**config.mk**
```make
export PLATFORM = sky130hd
export DESIGN_NAME = spa_queue
export DESIGN_NICKNAME = d
export VERILOG_FILES = /design/src/design/spa_queue.sv
export SDC_FILE = /design/constraint.sdc
export NUM_CORES = 1
export LEC_CHECK = 0
export BUFFER_PORTS_ARGS = -buffer_cell sky130_fd_sc_hd__clkbuf_2
export CAP_MARGIN = 15
export CORE_MARGIN = 4
export CORE_UTILIZATION = 59
export DETAILED_ROUTE_END_ITERATION = 12
export GPL_ROUTABILITY_DRIVEN = 0
export PLACE_DENSITY = 0.82
export SLEW_MARGIN = 40
export SYNTH_ARGS = -nofsm -noshare
export SYNTH_HDL_FRONTEND = slang
export SYNTH_SLANG_ARGS = --single-unit
```
**constraint.sdc**
```tcl
create_clock -name clk -period 2.5 [get_ports clk]
set_clock_uncertainty 0.2 [all_clocks]
set_input_delay 0.5 -clock clk [delete_from_list [all_inputs] [get_ports clk]]
set_output_delay 0.5 -clock clk [all_outputs]
set_load 0.03 [all_outputs]
```
**src/design/spa_queue.sv**
```systemverilog
// Short FIFO between the term front end and the compute back end.
// No package dependency.
`default_nettype none
module spa_queue #(
	parameter int W     = 8,
	parameter int DEPTH = 4
) (
	input  wire logic         clk,
	input  wire logic         arst_n,
	input  wire logic         push,
	input  wire logic [W-1:0] wdata,
	input  wire logic         pop,
	output logic      [W-1:0] rdata,
	output logic              full,
	output logic              empty
);
	localparam int AW = (DEPTH > 1) ? $clog2(DEPTH) : 1;
	localparam int CW = $clog2(DEPTH + 1);

	logic [W-1:0]  buf_q [DEPTH];
	logic [AW-1:0] head_q, tail_q;
	logic [CW-1:0] cnt_q;

	assign full  = (cnt_q == CW'(DEPTH));
	assign empty = (cnt_q == '0);
	assign rdata = buf_q[head_q];

	always_ff @(posedge clk) begin
		if (push) begin
			buf_q[tail_q] <= wdata;
		end
	end

	always_ff @(posedge clk or negedge arst_n) begin
		if (!arst_n) begin
			head_q <= '0;
			tail_q <= '0;
			cnt_q  <= '0;
		end else begin
			if (push) begin
				tail_q <= (tail_q == AW'(DEPTH - 1)) ? '0 : tail_q + 1'b1;
			end
			if (pop) begin
				head_q <= (head_q == AW'(DEPTH - 1)) ? '0 : head_q + 1'b1;
			end
			if (push && !pop) begin
				cnt_q <= cnt_q + 1'b1;
			end else if (pop && !push) begin
				cnt_q <= cnt_q - 1'b1;
			end
		end
	end
endmodule
`default_nettype wire

```
==> summary.txt <==
Route
  – Remaining antenna violation count: 0
  – Via density per instance: 5.53
  – Pre-antenna DRT Iters: 4
  – Initial DRC count: 2
  – Routed via count: 758
  – Drt wl/cell: 17.4 um
  – WL final: 2380 um
  – DRC violations left: 0

Synth
  – Netlist Area Pre-Place: 1570 um^2
  – Post-synth ARST share: 0.179
  – Netlist cell types: 18
  – #FFs+latches synth: 39
  – Post-synth top area share: 0.612
  – Number of synthesized flops with an enable pin: 32
  – Synthesized Nets: 98
  – Top cells by count, synth: 32 x edfxtp_1, 8 x mux4_2, 7 x dfrtp_1
  – Post-synthesis sequential area ratio: 0.724
  – Synth warn: 0
  – Biggest area consumer among synthesized cells: edfxtp_1
  – Main synth FF type: edfxtp_1
  – Top-count cell post-synth: edfxtp_1
  – Top post-synthesis cells by area: edfxtp_1 61%, mux4_2 11%, dfrtp_1 11%
  – Mapped Avg Cell Area: 19.9 um^2
  – Syn Inst Count: 79

Finish
  – Share of cells above drive strength 1: 0.364
  – Synth-to-layout area growth: 12.0%
  – Post-Layout Cell Count: 137
  – Ant. Diodes: 0
  – Nets: 125

Timing
  – Final worst path period need: 2.38 ns
  – Max-slew violation count: 0
  – Hold Vio Cnt, Final: 0
  – Setup TNS: 0 ns
  – Worst-margin pin slew: 0.429 ns
  – Hold slack: 0.173 ns
  – Max-slew headroom: 0.714
  – Setup violators final: 0
  – Peak Freq: 421 MHz
  – Final worst-path cycle share: 0.951
  – Unrepaired setup endpoints after global routing: no

CTS
  – Clk_lat worst skew: 0.33 ns
  – CTS Buffer Depth: 2
  – TritonCTS clock tree: yes
  – Clock transition at the registers of the reported paths: 0.10 ns
  – Clk sinks: 39
  – H-tree depth: 2
  – Root Driver: clkbuf_4
  – CTS buffer count: 5

Floorplan
  – Core footprint: 2500 um^2
  – Initial Util: 0.628
  – I/O pins: 22
  – DIE WIDTH: 59.6 um
  – Die Area: 3550 um^2
  – Site Rows: 18
  – Chip Height: 59.6 um

Run status
  – Outcome: completed

Worst setup path
  – Critical path required time: 1.80 ns
  – Crit end category: output port
  – Crit-path max FO: 11
  – Critical Path Source Type: flop
  – Setup CP Type: reg -> out
  – Crit path DAT: 1.68 ns

Placement
  – Buffers added on ports: 21
  – Dpl hpwl: 1690 um
  – Cells after DPL: 128

Global routing
  – Initial antenna violation count: 0
  – GRT overflow: 0
  – Vias in the first global route: 841
  – GRT Total Usage: 0.171
  – First-pass GRT wire length: 4000 um
  – Largest net degree at the start of global routing: 12

Hold path
  – Hold crit path type: in -> reg

Power and ir drop
  – Leak Pwr: 0.668 nW
  – Maximum VDD drop: 760 uV
  – Power Density: 1110 nW/um^2

Run
  – Max-cap check violation count: 0
metrics by stage:
step	util	setup WS, ns	power [mW]	instance area, um^2
after floorplan	-	0.640	1.52	1570
after detailed placement	0.679	0.293	1.69	1700
after CTS	0.703	0.0887	1.99	1760
after global placement	0.679	0.291	1.65	1700
after global routing	0.703	0.0301	2.09	1760
final	0.703	0.123	1.96	1760
state kept, by name, summed over array words and instances (netlist names):
| signal | flops |
|---|---|
| buf_q | 32 |
| cnt_q | 3 |
| head_q | 2 |
| tail_q | 2 |
path summary, 6_finish.rpt:
path	from	end	slack (ns)	depth (start not counted)
min in group asynchronous	arst_n	cnt_q[2]$_DFFE_PN0P_	0.34	2
max	head_q[0]$_DFFE_PN0P_	rdata[5]	0.12	2
min reg2reg	cnt_q[2]$_DFFE_PN0P_	cnt_q[2]$_DFFE_PN0P_	0.30	1
max in group asynchronous	arst_n	head_q[0]$_DFFE_PN0P_	1.57	2
min	wdata[5]	buf_q[0][5]$_DFFE_PP_	0.17	1
max reg2reg	tail_q[0]$_DFFE_PN0P_	buf_q[2][1]$_DFFE_PP_	0.89	3
power by group:
group / leakage [nW] / total (mW) / switching, mW / internal (mW)
logic: 0.263 / 0.670 / 0.382 / 0.289
registers: 0.376 / 0.990 / 0.135 / 0.855
clock network: 0.0293 / 0.297 / 0.187 / 0.110
total: 0.668 / 1.96 / 0.703 / 1.25
worst max-delay path: stages, from the launching register on:
cell and delay [ns]:
dfrtp_2 0.58, mux4_2 0.56, clkbuf_2 0.20
cells in the final DEF, fill, tap and decap left out, types with 2 or more instances in the layout:
cell and instances:
edfxtp_1 32, clkbuf_2 21, mux4_2 8, ha_1 6, dfrtp_1 6, inv_1 5
clkbuf_4 5, and2_1 4, mux2_2 3, nor2_1 2, o21ai_0 2, xor2_1 2
clkbuf_1 2
cells by family (layout without fill, tap and decap cells):
family                   count (synthesis)  after routing  synth area share
flip-flops                              39             39             0.724
multiplexers                            11             11             0.136
AND/OR/NAND/NOR                         10             10            0.0343
adder cells (fa/ha/maj)                  7              7            0.0606
buffers and inverters                    7             35            0.0223
XOR/XNOR                                 3              3            0.0167
AO/OA/AOI/OAI                            2              2           0.00637
routing by layer:
layer  GRT usage  up-vias  share of wire
met5           0        -              0
met4      0.0854        0          0.023
met1       0.196      379           0.39
li1            -      357              -
met2       0.275       18           0.52
met3      0.0741        4          0.059
cell type report:
| type | count | area (um^2) |
|---|---|---|
| clock buffers | 7 | 45.0 |
| clock inverters | 1 | 5.00 |
| fillers | 170 | 742 |
| inverters | 5 | 18.8 |
| multi-input cells | 33 | 399 |
| flip-flops and latches | 39 | 1140 |
| well taps | 30 | 37.5 |
| repair buffers | 22 | 115 |
timing repair:
action / in CTS / in global routing
resized for setup: 1 / 0
hold endpoints to repair: 7 / 0
setup endpoints to repair: 8 / 0
hold buffers: 1 / 0
setup buffers: 0 / 0
Note: power is estimated with default switching activity, not from simulation.
