File: src/design/spa_pkg.sv
// Package for the sparse polynomial unit: widths, codes, queue entry type and
// Q16.16 saturating arithmetic helpers. No dependencies.
`default_nettype none
package spa_pkg;

	localparam int MAX_TERMS_DEF = 16;
	localparam int COEF_W        = 32;
	localparam int EXP_W         = 5;
	localparam int REXP_W        = 6;
	localparam int RES_DEPTH     = 64;
	localparam int RA_W          = 6;
	localparam int RN_W          = 7;
	localparam int TIDX_W        = 5;
	localparam int TCNT_W        = 6;
	localparam int QUEUE_DEPTH   = 4;
	localparam int IN_DATA_W     = 40;
	localparam int OUT_DATA_W    = 72;

	localparam logic [1:0] MODE_ADD  = 2'd0;
	localparam logic [1:0] MODE_MUL  = 2'd1;
	localparam logic [1:0] MODE_EVAL = 2'd2;
	localparam logic [1:0] MODE_RSV  = 2'd3;

	localparam logic CFG_OP_MODE = 1'b0;
	localparam logic CFG_X_POINT = 1'b1;

	localparam logic [COEF_W-1:0] Q_ONE = 32'h0001_0000;
	localparam logic [COEF_W-1:0] CMAX  = 32'h7fff_ffff;
	localparam logic [COEF_W-1:0] CMIN  = 32'h8000_0000;

	typedef struct packed {
		logic              store;
		logic              which;
		logic [TIDX_W-1:0] idx;
		logic [COEF_W-1:0] coef;
		logic [EXP_W-1:0]  expo;
		logic              run;
		logic [1:0]        mode;
		logic              err;
		logic [TCNT_W-1:0] a_n;
		logic [TCNT_W-1:0] b_n;
	} entry_t;

	typedef struct packed {
		logic              ovf;
		logic [COEF_W-1:0] val;
	} sat_t;

	typedef struct packed {
		logic idle;
		logic pop;
	} back_st_t;

	// floor(p / 2^16), saturated to 32 bits
	function automatic sat_t mul_sat(input logic signed [63:0] p);
		logic signed [63:0] s;
		sat_t r;
		s = p >>> 16;
		r.ovf = !((&s[63:31]) || !(|s[63:31]));
		r.val = r.ovf ? (s[63] ? CMIN : CMAX) : s[31:0];
		return r;
	endfunction

	function automatic sat_t add_sat(input logic [COEF_W-1:0] a, input logic [COEF_W-1:0] b);
		logic [COEF_W:0] s;
		sat_t r;
		s = {a[COEF_W-1], a} + {b[COEF_W-1], b};
		r.ovf = s[COEF_W] ^ s[COEF_W-1];
		r.val = r.ovf ? (s[COEF_W] ? CMIN : CMAX) : s[COEF_W-1:0];
		return r;
	endfunction

endpackage
`default_nettype wire

File: src/design/spa_front.sv
// Front end: accepts term words, tracks list fill and drops, marks run start.
// Depends on spa_pkg.
`default_nettype none
module spa_front import spa_pkg::*; #(
	parameter int MAX_TERMS = MAX_TERMS_DEF
) (
	input  wire logic                 clk,
	input  wire logic                 arst_n,
	input  wire logic                 s_tvalid,
	output logic                      s_tready,
	input  wire logic [IN_DATA_W-1:0] s_tdata,
	input  wire logic                 s_tuser,
	input  wire logic                 s_tlast,
	input  wire logic [1:0]           op_mode,
	input  wire logic                 q_full,
	output logic                      push,
	output entry_t                    entry
);
	localparam int CW = $clog2(MAX_TERMS + 1);

	logic [CW-1:0] a_cnt_q, b_cnt_q;
	logic          sticky_q;
	logic [1:0]    mode;
	logic          full, trig, st_a, st_b;
	logic [CW-1:0] a_next, b_next;

	assign s_tready = !q_full;
	assign push     = s_tvalid && s_tready;

	always_comb begin
		mode   = (op_mode == MODE_RSV) ? MODE_ADD : op_mode;
		full   = s_tuser ? (b_cnt_q == CW'(MAX_TERMS)) : (a_cnt_q == CW'(MAX_TERMS));
		trig   = s_tlast && ((mode == MODE_EVAL) ? !s_tuser : s_tuser);
		st_a   = !full && !s_tuser;
		st_b   = !full && s_tuser;
		a_next = a_cnt_q + CW'(st_a);
		b_next = b_cnt_q + CW'(st_b);

		entry.store = !full;
		entry.which = s_tuser;
		entry.idx   = TIDX_W'(s_tuser ? b_cnt_q : a_cnt_q);
		entry.coef  = s_tdata[COEF_W-1:0];
		entry.expo  = s_tdata[COEF_W+EXP_W-1:COEF_W];
		entry.run   = trig;
		entry.mode  = mode;
		entry.err   = sticky_q || full;
		entry.a_n   = TCNT_W'(a_next);
		entry.b_n   = TCNT_W'(b_next);
	end

	always_ff @(posedge clk or negedge arst_n) begin
		if (!arst_n) begin
			a_cnt_q  <= '0;
			b_cnt_q  <= '0;
			sticky_q <= 1'b0;
		end else if (push) begin
			if (trig) begin
				a_cnt_q  <= '0;
				b_cnt_q  <= '0;
				sticky_q <= 1'b0;
			end else begin
				a_cnt_q  <= a_next;
				b_cnt_q  <= b_next;
				sticky_q <= sticky_q || full;
			end
		end
	end
endmodule
`default_nettype wire

File: config.mk
export PLATFORM = sky130hd
export DESIGN_NAME = spa_front
export DESIGN_NICKNAME = d
export VERILOG_FILES = /design/src/design/spa_pkg.sv /design/src/design/spa_front.sv
export SDC_FILE = /design/constraint.sdc
export NUM_CORES = 1
export LEC_CHECK = 0
export BUFFER_PORTS_ARGS = -buffer_cell sky130_fd_sc_hd__buf_4
export CAP_MARGIN = 15
export CORE_MARGIN = 2
export CORE_UTILIZATION = 32
export CTS_BUF_LIST = sky130_fd_sc_hd__clkbuf_16
export DETAILED_ROUTE_END_ITERATION = 16
export PLACE_DENSITY = 0.78
export SLEW_MARGIN = 20
export SYNTH_ARGS = -nofsm -noshare
export SYNTH_HDL_FRONTEND = slang
export SYNTH_SLANG_ARGS = --single-unit
File: constraint.sdc
create_clock -name clk -period 1.75 [get_ports clk]
set_input_delay 0.175 -clock clk [delete_from_list [all_inputs] [get_ports clk]]
set_output_delay 0.175 -clock clk [all_outputs]
set_load 0.01 [all_outputs]
==> flow_metrics.env, run 1 <==
export IMPL_status="finished with violations"
export IMPL_violations="setup timing"
export IMPL_synth_fa_ha_area_share_pct=4.80
export IMPL_cts_made_buffers=3
export IMPL_synth_compound_area_share_pct=14.5
export IMPL_synth_seq_cells=11
export IMPL_layout_nets=178
export IMPL_fin_total_pwr_mw=1.28
export IMPL_initial_core_util_pct=33.9
export IMPL_p_leak_nw=0.700
export IMPL_powerDensity_mw_per_mm2=911
export IMPL_area_delta_synth_final_pct=35.2
export IMPL_fin_tns_setup_ns=-1.29
export IMPL_seqCellArea_um2=275
export IMPL_startpoint_type="register"
export IMPL_wire_per_inst_um=15.3
export IMPL_cp_arrival_ns=1.82
export IMPL_netlist_instances=110
export IMPL_finalCritPeriodShare_pct=114
export IMPL_antennaDiodeCount=0
export IMPL_first_global_vias=828
export IMPL_post_synth_num_cell_types=28
export IMPL_drive_gt1_share_pct=64.8
export IMPL_endpoint_kind="primary output"
export IMPL_reg2reg_slack_ns=-0.06
export IMPL_place_ws_ns=-0.125
export IMPL_overflow=0
export IMPL_slew_viol_final=0
export IMPL_dp_hpwl_mm=1.89
export IMPL_vias_per_cell=4.76
export IMPL_synth_simple_gate_area_share_pct=10.3
export IMPL_die_y_um=61.1
export IMPL_wl_mm=2.59
export IMPL_hold_viol=0
export IMPL_nFillCells=297
export IMPL_fmax_ghz=0.500
export IMPL_worst_setup_path_type="register to primary output"
export IMPL_drc_errors=0
export IMPL_skew_ns=0.00383
export IMPL_place_gp_congestion=0.795
export IMPL_r2r_end="b_cnt_q[3]$_DFFE_PN0P_"
export IMPL_grt_antenna_before_repair=0
export IMPL_core_mm2=0.00308
export IMPL_fin_area_mm2=0.00141
export IMPL_muxShareOfSynthArea_pct=5.40
export IMPL_utilization_pct=45.8
export IMPL_ir_drop_mv=0.550
export IMPL_clock_sinks=11
export IMPL_dr_total_vias=805
export IMPL_synth_avg_cell_area_um2=9.48
export IMPL_clkSlewWorstSetupHoldPaths_ns=0.04
export IMPL_ant_nets=0
export IMPL_cts_buffer_depth=2
export IMPL_port_buffers=30
export IMPL_critPathRequiredTime_ns=1.57
export IMPL_die_area_mm2=0.00373
export IMPL_yosysSeqAreaShare_pct=26.4
export IMPL_worst_slack_ns=-0.248
export IMPL_fp_dieW_um=61.1
export IMPL_setup_viol=9
export IMPL_dr_pass1_iters=3
export IMPL_reg2reg_depth=9
export IMPL_timing_rr_start="b_cnt_q[4]$_DFFE_PN0P_"
export IMPL_cts_root_buf="clkbuf_16"
export IMPL_fin_crit_ns=2.00
export IMPL_globalRouteTotalUtil_pct=14.5
export IMPL_grt_max_degree=12
export IMPL_placed_area_mm2=0.00112
export IMPL_multi_input_area_um2=562
export IMPL_rsz0062_at_grt="yes"
export IMPL_cts_tree="done"
export IMPL_ys_warnings_count=0
export IMPL_yosys_area_share_xor_xnor_pct=5.04
export IMPL_rows=20
export IMPL_synth_top_family_by_area="buffers and inverters"
export IMPL_cp_max_fo=3
export IMPL_grt_pass1_wl_mm=3.93
export IMPL_clk_latency_ns=0.24
export IMPL_htree_levels=1
export IMPL_io_pins=110
export IMPL_synthesis_area_mm2=0.00104
export IMPL_hp_class="primary input to asynchronous set/reset pin"
export IMPL_drv_cap=0
export IMPL_initialDrtViolationCount=14
through the flow:
step | hold WS, ns | cells
2_1_floorplan | -0.121 | 111
3_3_place_gp | 0.0147 | 154
3_5_place_dp | 0.0200 | 154
4_1_cts | 0.318 | 163
5_1_grt | 0.327 | 169
6_report | 0.313 | 169
repair_timing:
action,in CTS,in global routing
hold buffers,1,0
setup buffers,4,6
setup endpoints to repair,9,12
resized for setup,11,10
endpoints found under the hold margin,11,0
pin swaps,11,7
critical path: stages, from the launching register on:
cell      delay, ns
dfrtp_1        0.36
and4bb_2       0.26
a21boi_2       0.13
ha_2           0.22
ha_4           0.17
nand3_4        0.08
xnor2_2        0.21
buf_4          0.16
state kept, by name, indices dropped and copies added (netlist names):
name      count
b_cnt_q       5
a_cnt_q       5
sticky_q      1
power by group:
| part | total (mW) | switching [mW] | internal (mW) |
|---|---|---|---|
| registers | 0.314 | 0.0215 | 0.293 |
| logic | 0.560 | 0.264 | 0.296 |
| clock network | 0.409 | 0.110 | 0.300 |
| total | 1.28 | 0.395 | 0.888 |
cell type report:
cell class                      count  area share (%)
Clock buffer                        3            5.33
Clock inverter                      1           0.266
Inverter                            2           0.533
Multi-Input combinational cell     53            39.9
Sequential cell                    11            19.5
Tap cell                           44            3.91
Timing Repair Buffer               55            30.6
routing by layer:
metal	GRT usage [%]	vias to the layer above	share of wire, %
met4	4.35	0	1.3
li1	-	369	-
met1	15.7	381	38
met5	0	-	0
met2	24.0	45	50
met3	8.40	10	11
synth_stat cells, drive strengths merged:
cell type	count	area share (%)
buf	43	32
xnor2	4	3.4
ha	4	4.8
mux2	5	5.4
nand4bb	1	1.1
clkinv	1	0.36
inv	1	0.36
o21ai	5	2.4
nor4b	1	1.4
a22o	10	8.4
a21oi	1	0.48
nor2	2	0.72
nand2	2	0.96
nand2b	1	0.60
nand3	4	1.9
o31ai	1	0.72
conb	1	0.36
a21boi	1	0.72
xor2	2	1.7
dfrtp	11	26
o221ai	1	0.84
clkbuf	2	0.72
o211a	1	0.96
nor2b	4	2.4
and4bb	1	1.2
cell usage in the layout, fill, tap and decap left out, types with 2 or more instances in the layout:
| master | n |
|---|---|
| buf_4 | 50 |
| dfrtp_1 | 11 |
| a22o_1 | 10 |
| mux2_2 | 5 |
| nand3_4 | 4 |
| xnor2_2 | 4 |
| nor2b_1 | 4 |
| o21ai_1 | 4 |
| buf_6 | 4 |
| clkbuf_16 | 3 |
| nor2_1 | 2 |
| ha_4 | 2 |
| ha_2 | 2 |
| conb_1 | 2 |
cell families after synthesis:
| family | after synthesis |
|---|---|
| flops | 11 |
| buf+inv | 47 |
| simple gates | 16 |
| xor+xnor | 6 |
| other cells | 1 |
| fa+ha+maj | 4 |
| compound gates | 20 |
| mux | 5 |
worst max path at each step:
stage | to | slack (ns) | cells past startpoint | from
2_1_floorplan | a_cnt_q[4]$_DFFE_PN0P_ | 0.01 | 7 | a_cnt_q[0]$_DFFE_PN0P_
4_1_cts | entry[4] | -0.21 | 7 | b_cnt_q[4]$_DFFE_PN0P_
5_1_grt | entry[4] | -0.30 | 7 | b_cnt_q[4]$_DFFE_PN0P_
3_5_place_dp | entry[10] | -0.12 | 7 | a_cnt_q[0]$_DFFE_PN0P_
3_3_place_gp | entry[10] | -0.07 | 7 | a_cnt_q[0]$_DFFE_PN0P_
6_report | entry[4] | -0.25 | 7 | b_cnt_q[4]$_DFFE_PN0P_
Power figures use the tool's default switching activity.
==> inputs of run 2 (changes only) <==
RECOVER_POWER = 25   (was unset)
SETUP_SLACK_MARGIN = 0.1   (was unset)
==> flow_metrics.env, run 2 (synthesized netlist as in run 1, its figures left out) <==
export IMPL_finalNonFillerCells=170
export IMPL_overflow=0
export IMPL_cp_max_fo=3
export IMPL_core_mm2=0.00308
export IMPL_initialDrtViolationCount=3
export IMPL_startpoint_type="register"
export IMPL_violations="setup timing"
export IMPL_rows=20
export IMPL_cts_tree="done"
export IMPL_dr_total_vias=807
export IMPL_vias_per_cell=4.75
export IMPL_finalCritPeriodShare_pct=112
export IMPL_drive_gt1_share_pct=65.9
export IMPL_status="finished with violations"
export IMPL_grt_pass1_wl_mm=4.18
export IMPL_io_pins=110
export IMPL_p_leak_nw=0.716
export IMPL_globalRouteTotalUtil_pct=15.6
export IMPL_first_global_vias=889
export IMPL_clkSlewWorstSetupHoldPaths_ns=0.04
export IMPL_drc_errors=0
export IMPL_reg2reg_depth=8
export IMPL_dr_pass1_iters=2
export IMPL_timing_rr_start="a_cnt_q[3]$_DFFE_PN0P_"
export IMPL_hold_viol=0
export IMPL_final_cell_mix="buf_4, dfrtp_1, a22o_1, buf_6"
export IMPL_worst_slack_ns=-0.205
export IMPL_htree_levels=1
export IMPL_r2r_end="a_cnt_q[2]$_DFFE_PN0P_"
export IMPL_skew_ns=0.00217
export IMPL_ant_nets=0
export IMPL_setup_viol=12
export IMPL_cts_root_buf="clkbuf_16"
export IMPL_fin_crit_ns=1.96
export IMPL_port_buffers=30
export IMPL_reg2reg_slack_ns=-0.13
export IMPL_grt_antenna_before_repair=0
export IMPL_critPathRequiredTime_ns=1.57
export IMPL_area_delta_synth_final_pct=40.5
export IMPL_utilization_pct=47.6
export IMPL_cp_arrival_ns=1.78
export IMPL_antennaDiodeCount=0
export IMPL_grt_max_degree=12
export IMPL_place_gp_congestion=0.823
export IMPL_wire_per_inst_um=16.0
export IMPL_powerDensity_mw_per_mm2=907
export IMPL_clk_latency_ns=0.24
export IMPL_hp_class="primary input to asynchronous set/reset pin"
export IMPL_slew_viol_final=0
export IMPL_dp_cells=152
export IMPL_worst_setup_path_type="register to primary output"
export IMPL_wl_mm=2.73
export IMPL_die_y_um=61.1
export IMPL_layout_nets=179
export IMPL_fp_dieW_um=61.1
export IMPL_die_area_mm2=0.00373
export IMPL_drv_cap=0
export IMPL_clock_sinks=11
export IMPL_ir_drop_mv=0.344
export IMPL_reg_top3="a_cnt_q (5), b_cnt_q (5), sticky_q (1)"
export IMPL_final_common_cell="buf_4"
export IMPL_place_ws_ns=0.0116
export IMPL_endpoint_kind="primary output"
export IMPL_dp_hpwl_mm=1.87
export IMPL_cts_buffer_depth=2
export IMPL_rsz0062_at_grt="yes"
export IMPL_cts_made_buffers=3
export IMPL_fmax_ghz=0.511
export IMPL_initial_core_util_pct=33.9
## run 2: per-stage QoR
stage          power [mW]  hold WS [ns]  cell area [µm²]  TNS, ns
2_1_floorplan       0.668        -0.121             1100        0
3_3_place_gp        0.780        0.0128             1130        0
3_5_place_dp        0.791        0.0164             1130        0
4_1_cts              1.29         0.317             1340    -1.18
5_1_grt              1.40         0.341             1460    -2.49
6_report             1.33         0.305             1460    -1.48
## run 2: area by class of cell
type,count,area [µm²]
clock buffer,3,75.1
clock inverter,1,3.75
fill,286,1610
inverter,2,7.51
multi-input combinational,53,587
sequential,11,275
tap,44,55.1
timing repair buffer,56,460
## run 2: worst max-delay path by stage
stage / slack (ns) / startpoint / cells past startpoint / end
final: -0.21 / a_cnt_q[3]$_DFFE_PN0P_ / 7 / entry[10]
after global routing: -0.29 / a_cnt_q[3]$_DFFE_PN0P_ / 7 / entry[9]
after CTS: -0.23 / a_cnt_q[3]$_DFFE_PN0P_ / 7 / entry[10]
after detailed placement: 0.01 / b_cnt_q[4]$_DFFE_PN0P_ / 7 / entry[4]
after global placement: 0.05 / a_cnt_q[0]$_DFFE_PN0P_ / 7 / entry[10]
after floorplan: 0.06 / b_cnt_q[4]$_DFFE_PN0P_ / 7 / b_cnt_q[4]$_DFFE_PN0P_
## run 2: power by group
part / leakage [nW] / internal [mW] / switching, mW / total (mW)
logic: 0.524 / 0.312 / 0.281 / 0.593
clock network: 0.0423 / 0.300 / 0.120 / 0.421
registers: 0.149 / 0.293 / 0.0217 / 0.314
## run 2: repair_timing
item                       4_1_cts  5_1_grt
setup buffers                    8        6
hold buffers                     1        0
pin swaps                       13       10
setup endpoints to repair       11       20
hold endpoints to repair        11        0
gates resized for setup         11       15
## run 2: layer usage
layer	global-route usage, %	wire (µm)	vias to the layer above
li1	-	-	368
met1	16.4	1000	382
met2	25.7	1380	44
met3	5.88	253	13
met4	10.9	87	0
met5	0	0	-
## run 2: critical path: stages (launching register included)
cell	delay, ns
dfrtp_1	0.40
nor4b_4	0.33
a21oi_2	0.12
ha_4	0.19
ha_4	0.18
nand3_4	0.06
xnor2_2	0.11
buf_4	0.14
==> inputs of run 3 (changes only) <==
==> constraint.sdc (replaced) <==
create_clock -name clk -period 1.75 [get_ports clk]
set_input_delay 0.2625 -clock clk [delete_from_list [all_inputs] [get_ports clk]]
set_output_delay 0.2625 -clock clk [all_outputs]
set_load 0.01 [all_outputs]
==> flow_metrics.env, run 3 (synthesized netlist as in run 1, its figures left out) <==
export IMPL_wire_per_inst_um=16.0
export IMPL_clkSlewWorstSetupHoldPaths_ns=0.04
export IMPL_critPathRequiredTime_ns=1.49
export IMPL_final_cell_mix="buf_4, buf_6, dfrtp_1"
export IMPL_dr_pass1_iters=4
export IMPL_grt_max_degree=12
export IMPL_endpoint_kind="primary output"
export IMPL_reg_top3="a_cnt_q (5), b_cnt_q (5), sticky_q (1)"
export IMPL_dp_hpwl_mm=1.98
export IMPL_finalCritPeriodShare_pct=117
export IMPL_worst_setup_path_type="register to primary output"
export IMPL_startpoint_type="register"
export IMPL_rows=20
export IMPL_slew_viol_final=0
export IMPL_powerDensity_mw_per_mm2=893
export IMPL_hold_viol=0
export IMPL_cts_made_buffers=3
export IMPL_worst_slack_ns=-0.304
export IMPL_place_gp_congestion=0.805
export IMPL_crit_start="a_cnt_q[0]$_DFFE_PN0P_"
export IMPL_nFillCells=285
export IMPL_antennaDiodeCount=0
export IMPL_ant_nets=0
export IMPL_io_pins=110
export IMPL_first_global_vias=917
export IMPL_clk_latency_ns=0.24
export IMPL_cts_tree="done"
export IMPL_combinationalPowerShare_pct=46.3
export IMPL_p_clk_share_pct=30.7
export IMPL_cts_buffer_depth=2
export IMPL_ir_drop_mv=0.387
export IMPL_core_mm2=0.00308
export IMPL_rsz0062_at_grt="yes"
export IMPL_timing_rr_start="a_cnt_q[0]$_DFFE_PN0P_"
export IMPL_violations="setup timing"
export IMPL_fmax_ghz=0.487
export IMPL_layout_nets=186
export IMPL_overflow=0
export IMPL_globalRouteTotalUtil_pct=17.1
export IMPL_drv_cap=0
export IMPL_netSwitchingPower_mw=0.439
export IMPL_final_common_cell="buf_4"
export IMPL_hp_class="primary input to asynchronous set/reset pin"
export IMPL_seqPwrFrac_pct=22.9
export IMPL_cts_root_buf="clkbuf_16"
export IMPL_finalNonFillerCells=177
export IMPL_die_area_mm2=0.00373
export IMPL_initialDrtViolationCount=4
export IMPL_port_buffers=30
export IMPL_cp_arrival_ns=1.79
export IMPL_setup_viol=15
export IMPL_fp_dieW_um=61.1
export IMPL_htree_levels=1
export IMPL_initial_core_util_pct=33.9
export IMPL_hold_slack_ns=0.396
export IMPL_drc_errors=0
export IMPL_grt_pass1_wl_mm=4.55
export IMPL_vias_per_cell=4.72
export IMPL_p_leak_nw=0.758
export IMPL_wl_mm=2.84
export IMPL_cp_max_fo=3
export IMPL_fin_crit_ns=2.05
export IMPL_grt_antenna_before_repair=0
export IMPL_clock_sinks=11
export IMPL_p_int_mw=0.938
export IMPL_skew_ns=0.00166
export IMPL_area_delta_synth_final_pct=47.9
export IMPL_status="finished with violations"
export IMPL_drive_gt1_share_pct=68.4
export IMPL_sw_frac_of_total_pct=31.9
export IMPL_die_y_um=61.1
export IMPL_dr_total_vias=835
export IMPL_dp_cells=158
-- run 3: repair_timing --
item	4_1_cts	5_1_grt
buffers inserted	12	6
hold buffers	1	0
gates resized for setup	23	8
endpoints found under the setup margin	16	18
pin swaps	10	6
endpoints found under the hold margin	11	0
-- run 3: critical path, stage by stage (launching register included) --
cell,delay [ns]
dfrtp_1,0.40
nor4b_4,0.33
a21oi_2,0.12
ha_4,0.18
ha_4,0.17
nand3_2,0.09
xnor2_2,0.12
buf_4,0.14
-- run 3: worst paths after layout --
check                           slack [ns]  cells past startpoint                      to
worst max-delay path                 -0.30                      7               entry[10]
worst min-delay path                  0.40                      2  a_cnt_q[0]$_DFFE_PN0P_
worst max register to register       -0.22                      9  a_cnt_q[2]$_DFFE_PN0P_
worst min register to register        0.50                      2    sticky_q$_DFFE_PN0P_
max in group asynchronous             1.21                      2  b_cnt_q[1]$_DFFE_PN0P_
min in group clk                      0.49                      5    sticky_q$_DFFE_PN0P_
-- run 3: layout make-up --
cell class | instances | area [µm²] | area share (%)
multi-input combinational | 53 | 597 | 38.7
sequential | 11 | 275 | 17.9
clock buffer | 3 | 75.1 | 4.87
timing repair buffer | 63 | 528 | 34.3
tap | 44 | 55.1 | 3.57
clock inverter | 1 | 3.75 | 0.244
inverter | 2 | 7.51 | 0.487
-- run 3: power groups by stage --
stage / Combinational, mW / Clock [mW] / Sequential [mW]
global route: 0.693 / 0.433 / 0.320
global placement: 0.472 / 0 / 0.313
detailed placement: 0.484 / 0 / 0.316
floorplan: 0.329 / 0 / 0.340
CTS: 0.598 / 0.427 / 0.315
finish: 0.638 / 0.423 / 0.315
-- run 3: routing by layer --
layer  vias up  GRT usage (%)  share of wire (%)
met2        46           30.4                 54
met1       394           17.2                 34
met5         -              0                  0
met4         0           10.9                3.1
met3        13           5.46                8.9
li1        382              -                  -
-- run 3: metrics by stage --
stage	TNS (ns)	worst slack (ns)	power (mW)	cell area [µm²]	utilization, %
global route	-3.43	-0.370	1.45	1540	50.1
CTS	-1.98	-0.312	1.34	1470	47.8
finish	-2.36	-0.304	1.38	1540	50.1
floorplan	0	0.0574	0.668	1100	-
detailed placement	-0.683	-0.162	0.800	1180	38.3
global placement	-0.184	-0.0666	0.785	1180	38.3
